==> config.mk <==
export PLATFORM = sky130hd
export DESIGN_NAME = fixed_block_free_list_allocator_top
export DESIGN_NICKNAME = d
export VERILOG_FILES = /design/src/rtl/core/fbfa_pkg.sv /design/src/rtl/core/fbfa_ram.sv /design/src/rtl/core/fbfa_core.sv /design/src/rtl/core/fixed_block_free_list_allocator_top.sv
export SDC_FILE = /design/constraint.sdc
export NUM_CORES = 2
export LEC_CHECK = 0
export BUFFER_PORTS_ARGS = -buffer_cell sky130_fd_sc_hd__buf_2
export CAP_MARGIN = 20
export CORE_ASPECT_RATIO = 0.7
export CORE_MARGIN = 5
export CORE_UTILIZATION = 30
export CTS_BUF_LIST = sky130_fd_sc_hd__clkbuf_8
export DETAILED_ROUTE_END_ITERATION = 8
export HOLD_SLACK_MARGIN = 0.08
export PLACE_DENSITY = 0.47
export SETUP_SLACK_MARGIN = 0.15
export SKIP_CTS_REPAIR_TIMING = 1
export SLEW_MARGIN = 20
export SYNTH_ARGS = -nofsm -noshare
export SYNTH_HDL_FRONTEND = slang
export SYNTH_SLANG_ARGS = --single-unit
==> constraint.sdc <==
create_clock -name clk -period 6.7 [get_ports clk]
set_input_delay 1.34 -clock clk [delete_from_list [all_inputs] [get_ports clk]]
set_output_delay 1.34 -clock clk [all_outputs]
set_load 0.03 [all_outputs]
==> src/rtl/core/fbfa_pkg.sv <==
// Shared constants, codes and the result bundle for the block allocator.
// No dependencies; fbfa_core and the top module use this package.
`default_nettype none

package fbfa_pkg;

    localparam int MAX_BLOCKS_DEF   = 256;
    localparam int COUNTER_BITS_DEF = 32;
    localparam int BLOCKS_RESET     = 16;

    localparam int CFG_W    = 9;
    localparam int INDEX_W  = 8;
    localparam int STATUS_W = 2;
    localparam int LEVEL_W  = 9;
    localparam int EVENT_W  = 32;

    localparam logic ACT_ALLOC = 1'b0;
    localparam logic ACT_FREE  = 1'b1;

    localparam logic [STATUS_W-1:0] STAT_OK        = 2'd0;
    localparam logic [STATUS_W-1:0] STAT_EXHAUSTED = 2'd1;
    localparam logic [STATUS_W-1:0] STAT_BAD_FREE  = 2'd2;

    typedef struct packed {
        logic [STATUS_W-1:0] status;
        logic [INDEX_W-1:0]  granted_index;
        logic [LEVEL_W-1:0]  free_blocks_now;
        logic [LEVEL_W-1:0]  outstanding_blocks;
        logic [EVENT_W-1:0]  allocations_done;
        logic [EVENT_W-1:0]  frees_done;
        logic [EVENT_W-1:0]  failed_allocations;
    } result_t;

endpackage

`default_nettype wire

==> src/rtl/core/fbfa_ram.sv <==
// Simple dual-port synchronous RAM: one write port, one registered read port.
// Depends on nothing; used for the link store and the allocated map.
`default_nettype none

module fbfa_ram #(
    parameter int DEPTH = 256,
    parameter int WIDTH = 8
) (
    input  wire logic                     clk,
    input  wire logic                     we,
    input  wire logic [$clog2(DEPTH)-1:0] waddr,
    input  wire logic [WIDTH-1:0]         wdata,
    input  wire logic                     re,
    input  wire logic [$clog2(DEPTH)-1:0] raddr,
    output logic      [WIDTH-1:0]         rdata
);

    logic [WIDTH-1:0] mem [DEPTH];

    always_ff @(posedge clk)
    begin
        if (we)
        begin
            mem[waddr] <= wdata;
        end
    end

    always_ff @(posedge clk)
    begin
        if (re)
        begin
            rdata <= mem[raddr];
        end
    end

endmodule

`default_nettype wire

==> src/rtl/core/fbfa_core.sv <==
// Pool state and the per-item decision: list head, fresh index, levels, event counters.
// Depends on fbfa_pkg; consumes read data from the two fbfa_ram instances.
`default_nettype none

module fbfa_core #(
    parameter int MAX_BLOCKS   = fbfa_pkg::MAX_BLOCKS_DEF,
    parameter int COUNTER_BITS = fbfa_pkg::COUNTER_BITS_DEF
) (
    input  wire logic                              clk,
    input  wire logic                              rst_n,
    input  wire logic                              cfg_write,
    input  wire logic [fbfa_pkg::CFG_W-1:0]        cfg_data,
    input  wire logic                              exec,
    input  wire logic                              op_action,
    input  wire logic [fbfa_pkg::INDEX_W-1:0]      op_index,
    input  wire logic                              map_rdata,
    input  wire logic [$clog2(MAX_BLOCKS)-1:0]     link_rdata,
    output logic      [$clog2(MAX_BLOCKS)-1:0]     head_index,
    output logic                                   map_we,
    output logic      [$clog2(MAX_BLOCKS)-1:0]     map_waddr,
    output logic                                   map_wdata,
    output logic                                   link_we,
    output logic      [$clog2(MAX_BLOCKS)-1:0]     link_waddr,
    output logic      [$clog2(MAX_BLOCKS)-1:0]     link_wdata,
    output fbfa_pkg::result_t                      result
);

    localparam int IW = $clog2(MAX_BLOCKS);
    localparam int PW = $clog2(MAX_BLOCKS + 1);
    localparam int CW = (PW > fbfa_pkg::INDEX_W) ? PW : fbfa_pkg::INDEX_W;

    function automatic logic [PW-1:0] pool_size(input logic [fbfa_pkg::CFG_W-1:0] v);
        logic [PW-1:0] f;
        if (32'(v) > MAX_BLOCKS)
            f = PW'(MAX_BLOCKS);
        else
            f = PW'(v);
        return f;
    endfunction

    logic [fbfa_pkg::CFG_W-1:0] blocks_in_use_reg;
    logic                       head_valid_reg, head_valid_next;
    logic [IW-1:0]              head_reg, head_next;
    logic [PW-1:0]              next_fresh_reg, next_fresh_next;
    logic [PW-1:0]              free_total_reg, free_total_next;
    logic [PW-1:0]              outstanding_reg, outstanding_next;
    logic [COUNTER_BITS-1:0]    alloc_cnt_reg, alloc_cnt_next;
    logic [COUNTER_BITS-1:0]    free_cnt_reg, free_cnt_next;
    logic [COUNTER_BITS-1:0]    fail_cnt_reg, fail_cnt_next;

    logic [PW-1:0]                   pool_n;
    logic [PW-1:0]                   fresh_left;
    logic [PW-1:0]                   recycled;
    logic                            index_held;
    logic [IW-1:0]                   granted;
    logic [fbfa_pkg::STATUS_W-1:0]   status;

    assign pool_n     = pool_size(blocks_in_use_reg);
    assign fresh_left = pool_n - next_fresh_reg;
    assign recycled   = free_total_reg - fresh_left;
    // Indices at or above the fresh count were never handed out since init.
    assign index_held = (CW'(op_index) < CW'(next_fresh_reg)) && map_rdata;
    assign head_index = head_reg;

    always_comb
    begin
        head_valid_next  = head_valid_reg;
        head_next        = head_reg;
        next_fresh_next  = next_fresh_reg;
        free_total_next  = free_total_reg;
        outstanding_next = outstanding_reg;
        alloc_cnt_next   = alloc_cnt_reg;
        free_cnt_next    = free_cnt_reg;
        fail_cnt_next    = fail_cnt_reg;
        granted          = '0;
        status           = fbfa_pkg::STAT_OK;
        map_we           = 1'b0;
        map_waddr        = IW'(op_index);
        map_wdata        = 1'b0;
        link_we          = 1'b0;
        link_waddr       = IW'(op_index);
        link_wdata       = head_valid_reg ? head_reg : '0;

        if (op_action == fbfa_pkg::ACT_ALLOC)
        begin
            if ((recycled != '0) && head_valid_reg)
            begin
                granted = head_reg;
                if (recycled == PW'(1))
                    head_valid_next = 1'b0;
                else
                    head_next = link_rdata;
            end
            else if (fresh_left != '0)
            begin
                granted         = IW'(next_fresh_reg);
                next_fresh_next = next_fresh_reg + PW'(1);
            end
            else
            begin
                status = fbfa_pkg::STAT_EXHAUSTED;
            end

            if (status == fbfa_pkg::STAT_OK)
            begin
                map_we           = exec;
                map_waddr        = granted;
                map_wdata        = 1'b1;
                free_total_next  = free_total_reg - PW'(1);
                outstanding_next = outstanding_reg + PW'(1);
                alloc_cnt_next   = alloc_cnt_reg + COUNTER_BITS'(1);
            end
            else
            begin
                fail_cnt_next = fail_cnt_reg + COUNTER_BITS'(1);
            end
        end
        else
        begin
            if (!index_held)
            begin
                status = fbfa_pkg::STAT_BAD_FREE;
            end
            else
            begin
                // Push onto the list head; the old head becomes this block's link.
                link_we          = exec;
                map_we           = exec;
                head_valid_next  = 1'b1;
                head_next        = IW'(op_index);
                free_total_next  = free_total_reg + PW'(1);
                outstanding_next = outstanding_reg - PW'(1);
                free_cnt_next    = free_cnt_reg + COUNTER_BITS'(1);
            end
        end
    end

    always_ff @(posedge clk or negedge rst_n)
    begin
        if (!rst_n)
        begin
            blocks_in_use_reg <= fbfa_pkg::CFG_W'(fbfa_pkg::BLOCKS_RESET);
            head_valid_reg    <= 1'b0;
            head_reg          <= '0;
            next_fresh_reg    <= '0;
            free_total_reg    <= pool_size(fbfa_pkg::CFG_W'(fbfa_pkg::BLOCKS_RESET));
            outstanding_reg   <= '0;
            alloc_cnt_reg     <= '0;
            free_cnt_reg      <= '0;
            fail_cnt_reg      <= '0;
        end
        else if (cfg_write)
        begin
            // Re-initialize the pool, keep the event counters.
            blocks_in_use_reg <= cfg_data;
            head_valid_reg    <= 1'b0;
            next_fresh_reg    <= '0;
            free_total_reg    <= pool_size(cfg_data);
            outstanding_reg   <= '0;
        end
        else if (exec)
        begin
            head_valid_reg  <= head_valid_next;
            head_reg        <= head_next;
            next_fresh_reg  <= next_fresh_next;
            free_total_reg  <= free_total_next;
            outstanding_reg <= outstanding_next;
            alloc_cnt_reg   <= alloc_cnt_next;
            free_cnt_reg    <= free_cnt_next;
            fail_cnt_reg    <= fail_cnt_next;
        end
    end

    always_comb
    begin
        result.status             = status;
        result.granted_index      = fbfa_pkg::INDEX_W'(granted);
        result.free_blocks_now    = fbfa_pkg::LEVEL_W'(free_total_next);
        result.outstanding_blocks = fbfa_pkg::LEVEL_W'(outstanding_next);
        result.allocations_done   = fbfa_pkg::EVENT_W'(alloc_cnt_next);
        result.frees_done         = fbfa_pkg::EVENT_W'(free_cnt_next);
        result.failed_allocations = fbfa_pkg::EVENT_W'(fail_cnt_next);
    end

endmodule

`default_nettype wire

==> src/rtl/core/fixed_block_free_list_allocator_top.sv <==
// Fixed-size block allocator: takes one item at a time and is busy in its EXEC step; done is registered from EXEC.
// The pace is set by the link RAM read: the list head's link must return before the head moves.
// The receiver cannot stall; done flags each result for exactly one cycle, and the result stays on the ports.
// Reset (async, active low) restores a 16-block pool with empty free list and zero counters.
// No clearing pass: allocated marks are only trusted below the fresh-index count.
// Depends on fbfa_pkg, fbfa_ram and fbfa_core.
`default_nettype none

module fixed_block_free_list_allocator_top #(
    parameter int MAX_BLOCKS   = fbfa_pkg::MAX_BLOCKS_DEF,
    parameter int COUNTER_BITS = fbfa_pkg::COUNTER_BITS_DEF
) (
    input  wire logic                               clk,
    input  wire logic                               rst_n,
    // configuration: pool size, re-initializes the pool when written
    input  wire logic                               cfg_write,
    input  wire logic [fbfa_pkg::CFG_W-1:0]         cfg_data,
    // request item
    input  wire logic                               start,
    input  wire logic                               action,
    input  wire logic [fbfa_pkg::INDEX_W-1:0]       block_index,
    output logic                                    busy,
    // result item
    output logic                                    done,
    output logic      [fbfa_pkg::STATUS_W-1:0]      status,
    output logic      [fbfa_pkg::INDEX_W-1:0]       granted_index,
    output logic      [fbfa_pkg::LEVEL_W-1:0]       free_blocks_now,
    output logic      [fbfa_pkg::LEVEL_W-1:0]       outstanding_blocks,
    output logic      [fbfa_pkg::EVENT_W-1:0]       allocations_done,
    output logic      [fbfa_pkg::EVENT_W-1:0]       frees_done,
    output logic      [fbfa_pkg::EVENT_W-1:0]       failed_allocations
);

    localparam int IW = $clog2(MAX_BLOCKS);

    // Two-step sequence: IDLE takes the item and launches the RAM reads,
    // EXEC sees the read data, writes back and updates the pool state.
    typedef enum logic [1:0] {
        S_IDLE = 2'b01,
        S_EXEC = 2'b10
    } state_t;

    state_t state_reg, state_next;

    logic                          accept;
    logic                          exec;
    logic                          action_reg;
    logic [fbfa_pkg::INDEX_W-1:0]  index_reg;
    logic                          done_reg;
    fbfa_pkg::result_t             result_reg;
    fbfa_pkg::result_t             core_result;

    logic [IW-1:0] head_index;
    logic          map_rdata;
    logic [IW-1:0] link_rdata;
    logic          map_we;
    logic [IW-1:0] map_waddr;
    logic          map_wdata;
    logic          link_we;
    logic [IW-1:0] link_waddr;
    logic [IW-1:0] link_wdata;

    assign busy   = (state_reg == S_EXEC);
    assign accept = start && !busy;
    assign exec   = (state_reg == S_EXEC);

    always_comb
    begin
        case (state_reg)
            S_IDLE:  state_next = accept ? S_EXEC : S_IDLE;
            S_EXEC:  state_next = S_IDLE;
            default: state_next = S_IDLE;
        endcase
    end

    always_ff @(posedge clk or negedge rst_n)
    begin
        if (!rst_n)
        begin
            state_reg <= S_IDLE;
            done_reg  <= 1'b0;
        end
        else
        begin
            state_reg <= state_next;
            done_reg  <= exec;
        end
    end

    // Hold the request operands for the EXEC step; register the result.
    always_ff @(posedge clk)
    begin
        if (accept)
        begin
            action_reg <= action;
            index_reg  <= block_index;
        end
        if (exec)
        begin
            result_reg <= core_result;
        end
    end

    // Allocated marks, read at the index a free names.
    fbfa_ram #(
        .DEPTH (MAX_BLOCKS),
        .WIDTH (1)
    ) u_map_ram (
        .clk   (clk),
        .we    (map_we),
        .waddr (map_waddr),
        .wdata (map_wdata),
        .re    (accept),
        .raddr (IW'(block_index)),
        .rdata (map_rdata)
    );

    // Free-list links, read at the current list head.
    fbfa_ram #(
        .DEPTH (MAX_BLOCKS),
        .WIDTH (IW)
    ) u_link_ram (
        .clk   (clk),
        .we    (link_we),
        .waddr (link_waddr),
        .wdata (link_wdata),
        .re    (accept),
        .raddr (head_index),
        .rdata (link_rdata)
    );

    fbfa_core #(
        .MAX_BLOCKS   (MAX_BLOCKS),
        .COUNTER_BITS (COUNTER_BITS)
    ) u_core (
        .clk        (clk),
        .rst_n      (rst_n),
        .cfg_write  (cfg_write),
        .cfg_data   (cfg_data),
        .exec       (exec),
        .op_action  (action_reg),
        .op_index   (index_reg),
        .map_rdata  (map_rdata),
        .link_rdata (link_rdata),
        .head_index (head_index),
        .map_we     (map_we),
        .map_waddr  (map_waddr),
        .map_wdata  (map_wdata),
        .link_we    (link_we),
        .link_waddr (link_waddr),
        .link_wdata (link_wdata),
        .result     (core_result)
    );

    assign done               = done_reg;
    assign status             = result_reg.status;
    assign granted_index      = result_reg.granted_index;
    assign free_blocks_now    = result_reg.free_blocks_now;
    assign outstanding_blocks = result_reg.outstanding_blocks;
    assign allocations_done   = result_reg.allocations_done;
    assign frees_done         = result_reg.frees_done;
    assign failed_allocations = result_reg.failed_allocations;

`ifndef SYNTHESIS
    // A result only follows an EXEC step.
    a_done_after_exec: assert property (@(posedge clk) disable iff (!rst_n)
        done |-> $past(busy))
        else $error("result strobe without a preceding execute step");

    // An accepted item always enters the execute step.
    a_accept_to_exec: assert property (@(posedge clk) disable iff (!rst_n)
        (start && !busy) |=> busy)
        else $error("accepted item did not enter execute");

    // Only a successful allocate reports a nonzero block index.
    a_grant_zero: assert property (@(posedge clk) disable iff (!rst_n)
        (done && status != fbfa_pkg::STAT_OK) |-> (granted_index == '0))
        else $error("nonzero granted index on a refused item");

    // A strobe is never held high back to back.
    a_done_pulse: assert property (@(posedge clk) disable iff (!rst_n)
        done |=> !done)
        else $error("result strobe held for more than one cycle");
`endif

endmodule

`default_nettype wire
==> out/summary.txt <==
Outcome -> complete, no violations
Largest register FFs -> 2,048
TritonCTS clock tree -> done
Num rows -> 181
IO Pins -> 148
GRT Total Usage -> 15.3%
Final setup viols -> 0
Peak supply drop -> 0.159 mV
Post-synth top cells -> 2,446 x edfxtp_1, 765 x mux4_2, 650 x nor2_1
Wire per inst -> 26.5 µm
Asr flop ratio synth -> 5.56%
WS Path Type -> reg -> reg
Input/output buffers -> 147
Setup TNS -> 0 ns
Area grow syn2layout -> 13.3%
Slew Limit Fails -> 0
Number of enable flip-flop cells after synthesis -> 2,446
Layout cells sized above 1 -> 27.1%
Crit path max fanout -> 16
Post-Route WL -> 281,000 µm
Initial Util -> 30.1%
DIE AREA -> 360,000 µm²
Post-synth top area share -> 70.4%
Biggest regs -> u_link_ram.mem x2048, u_map_ram.mem x256
Clock skew -> 0.0911 ns
Main synth FF type -> edfxtp_1
Hold Violations, Final -> 0
Syn avg cell area -> 19.9 µm²
CTS Buf Count -> 394
Required @ worst endpoint -> 7.41 ns
Synth cell types -> 92
1st-pass router iterations -> 5
Clock H-tree levels -> 5
Min-Delay Path Class -> in -> async
DR iter-0 viols -> 5,390
Worst setup margin -> 0.545 ns
Detailed Place HPWL -> 166,000 µm
Share of the yosys chip area belonging to registers -> 73.8%
Peak Freq -> 0.162 GHz
Worst-skew pair later-pin latency -> 1.03 ns
Number of global-route vias before repair -> 52.5k
Crit path DAT -> 6.87 ns
Clock Tree Buf Depth -> 4
Reg clk slew, reported paths -> 0.07 ns
Dpl ws -> 0.594 ns
Syn_nets -> 5,311
RSZ-0062 raised after global routing -> false
Largest net degree at the start of global routing -> 193
Max_cap viols -> 0
#FFs+latches synth -> 2,590
Leakage Power -> 42.2 nW
Syn Inst Count -> 5,256
Final ANT Viol Nets -> 0
Die Span Y -> 504 µm
Via total after detailed routing -> 52.4k
Core box area -> 347,000 µm²
Via density -> 4.94
Synthesized area -> 104,000 µm²
Initial antenna violation count -> 47
First-pass GRT wire length -> 397,000 µm
Slew margin rel. -> 23.9%
GP Congestion -> 0.776
Clk sink count -> 2,590
Power Density -> 266 nW/µm²
Nets -> 5,702
Chip width -> 715 µm
DRC Markers -> 0
Worst setup EP type -> flip-flop
Root Driver -> clkbuf_8
Crit start category -> flip-flop
GR Overflow Total -> 0
Top cells by area, synth -> edfxtp_1 70%, mux4_2 17%, dfrtp_1 3.4%, nor2_1 2.3%, xnor2_1 1.0%
Cell with the most instances after synthesis -> edfxtp_1
Final Cycle Share -> 91.9%
Reg with most FFs -> u_link_ram.mem
Min Tclk post-route -> 6.16 ns
Synth area leader -> edfxtp_1
Yosys Warn Count -> 0
Worst slew pin tran -> 1.14 ns
==> critical path: stages (launching register included) <==
cell and delay (ns):
dfrtp_1 0.49, inv_1 0.10, nand2_1 0.08, ha_1 0.16, inv_1 0.06, fa_1 0.46
a211oi_4 0.32, nor2_1 0.10, or2_2 0.31, ha_1 0.38, a21oi_1 0.20, o21ai_0 0.13
or3_1 0.36, a211oi_1 0.41, o211ai_1 0.26, o21ai_2 0.42, buf_4 0.26, nand3_1 0.09
a221o_1 0.40, a2111o_1 0.64, nor2_1 0.22
==> final timing paths <==
kind | startpoint | cells past startpoint | slack [ns] | endpoint
setup reg to reg | u_core.blocks_in_use_reg[8] | 20 | 0.54 | u_map_ram.mem[48]
hold / removal | rst_n | 1 | 0.35 | u_core.fail_cnt_reg[24]
max in group asynchronous | rst_n | 2 | 4.71 | u_core.head_index[0]
min in group clk | u_core.alloc_cnt_reg[31] | 1 | 0.49 | u_core.alloc_cnt_reg[31]
setup / recovery | u_core.blocks_in_use_reg[8] | 20 | 0.54 | u_map_ram.mem[48]
hold reg to reg | u_core.alloc_cnt_reg[31] | 1 | 0.49 | u_core.alloc_cnt_reg[31]
==> layer usage <==
layer	vias to the layer above	global-route usage, %	part of all wire (%)
li1	22014	-	-
met1	28150	23.9	48
met2	1812	20.8	41
met3	389	4.41	8.7
met4	4	3.24	1.8
met5	-	0	0.0096
==> cells in the final DEF, fill, tap and decap left out, drive strengths merged, types with 7 or more instances in the layout <==
cell type	instances
a21o	8
nand2b	14
nor4	7
and2	19
clkinvlp	10
dfrtp	141
nor3	44
clkbuf	410
xor2	102
or3	12
buf	293
nand2	191
nand4	35
o211ai	8
edfxtp	2446
clkinv	127
inv	184
nor2b	7
nor2	651
o21ai	42
o22ai	9
ha	31
and3	25
a21oi	36
xnor2	122
mux4	765
nand3	84
mux2i	20
==> kinds of logic after synthesis <==
family                   Yosys count  share of synthesized area, %
AND/OR/NAND/NOR                 1113                          4.63
adder cells (fa/ha/maj)           33                         0.410
flip-flops                      2590                          73.8
multiplexers                     790                          16.8
XOR/XNOR                         224                          1.88
AO/OA/AOI/OAI                    160                          1.18
buffers and inverters            346                          1.32
==> through the flow <==
step	util, %	cell area, µm²	total power, mW	hold WS (ns)	cells
detailed placement	32.1	111000	19.7	0.480	9916
floorplan	-	104000	19.1	0.461	5256
CTS	34.1	118000	31.9	0.293	10605
global route	34.1	118000	32.7	0.359	10607
global placement	32.1	111000	19.7	0.475	9916
finish	34.1	118000	31.5	0.355	10611
==> where the power goes <==
part	internal [mW]	leakage, nW	switching, mW
registers	17.6	29.3	0.100
logic	0.623	8.76	1.04
clock network	5.87	4.05	6.26
==> layout make-up <==
type / count / area [µm²]
well taps: 4666 / 5840
fillers: 32883 / 229000
flip-flops and latches: 2590 / 77100
clock buffers: 410 / 5640
multi-input cells: 2320 / 26000
repair buffers: 293 / 2160
inverters: 48 / 190
diodes: 5 / 12.5
clock inverters: 279 / 1320
(Power assumes the default switching activity.)
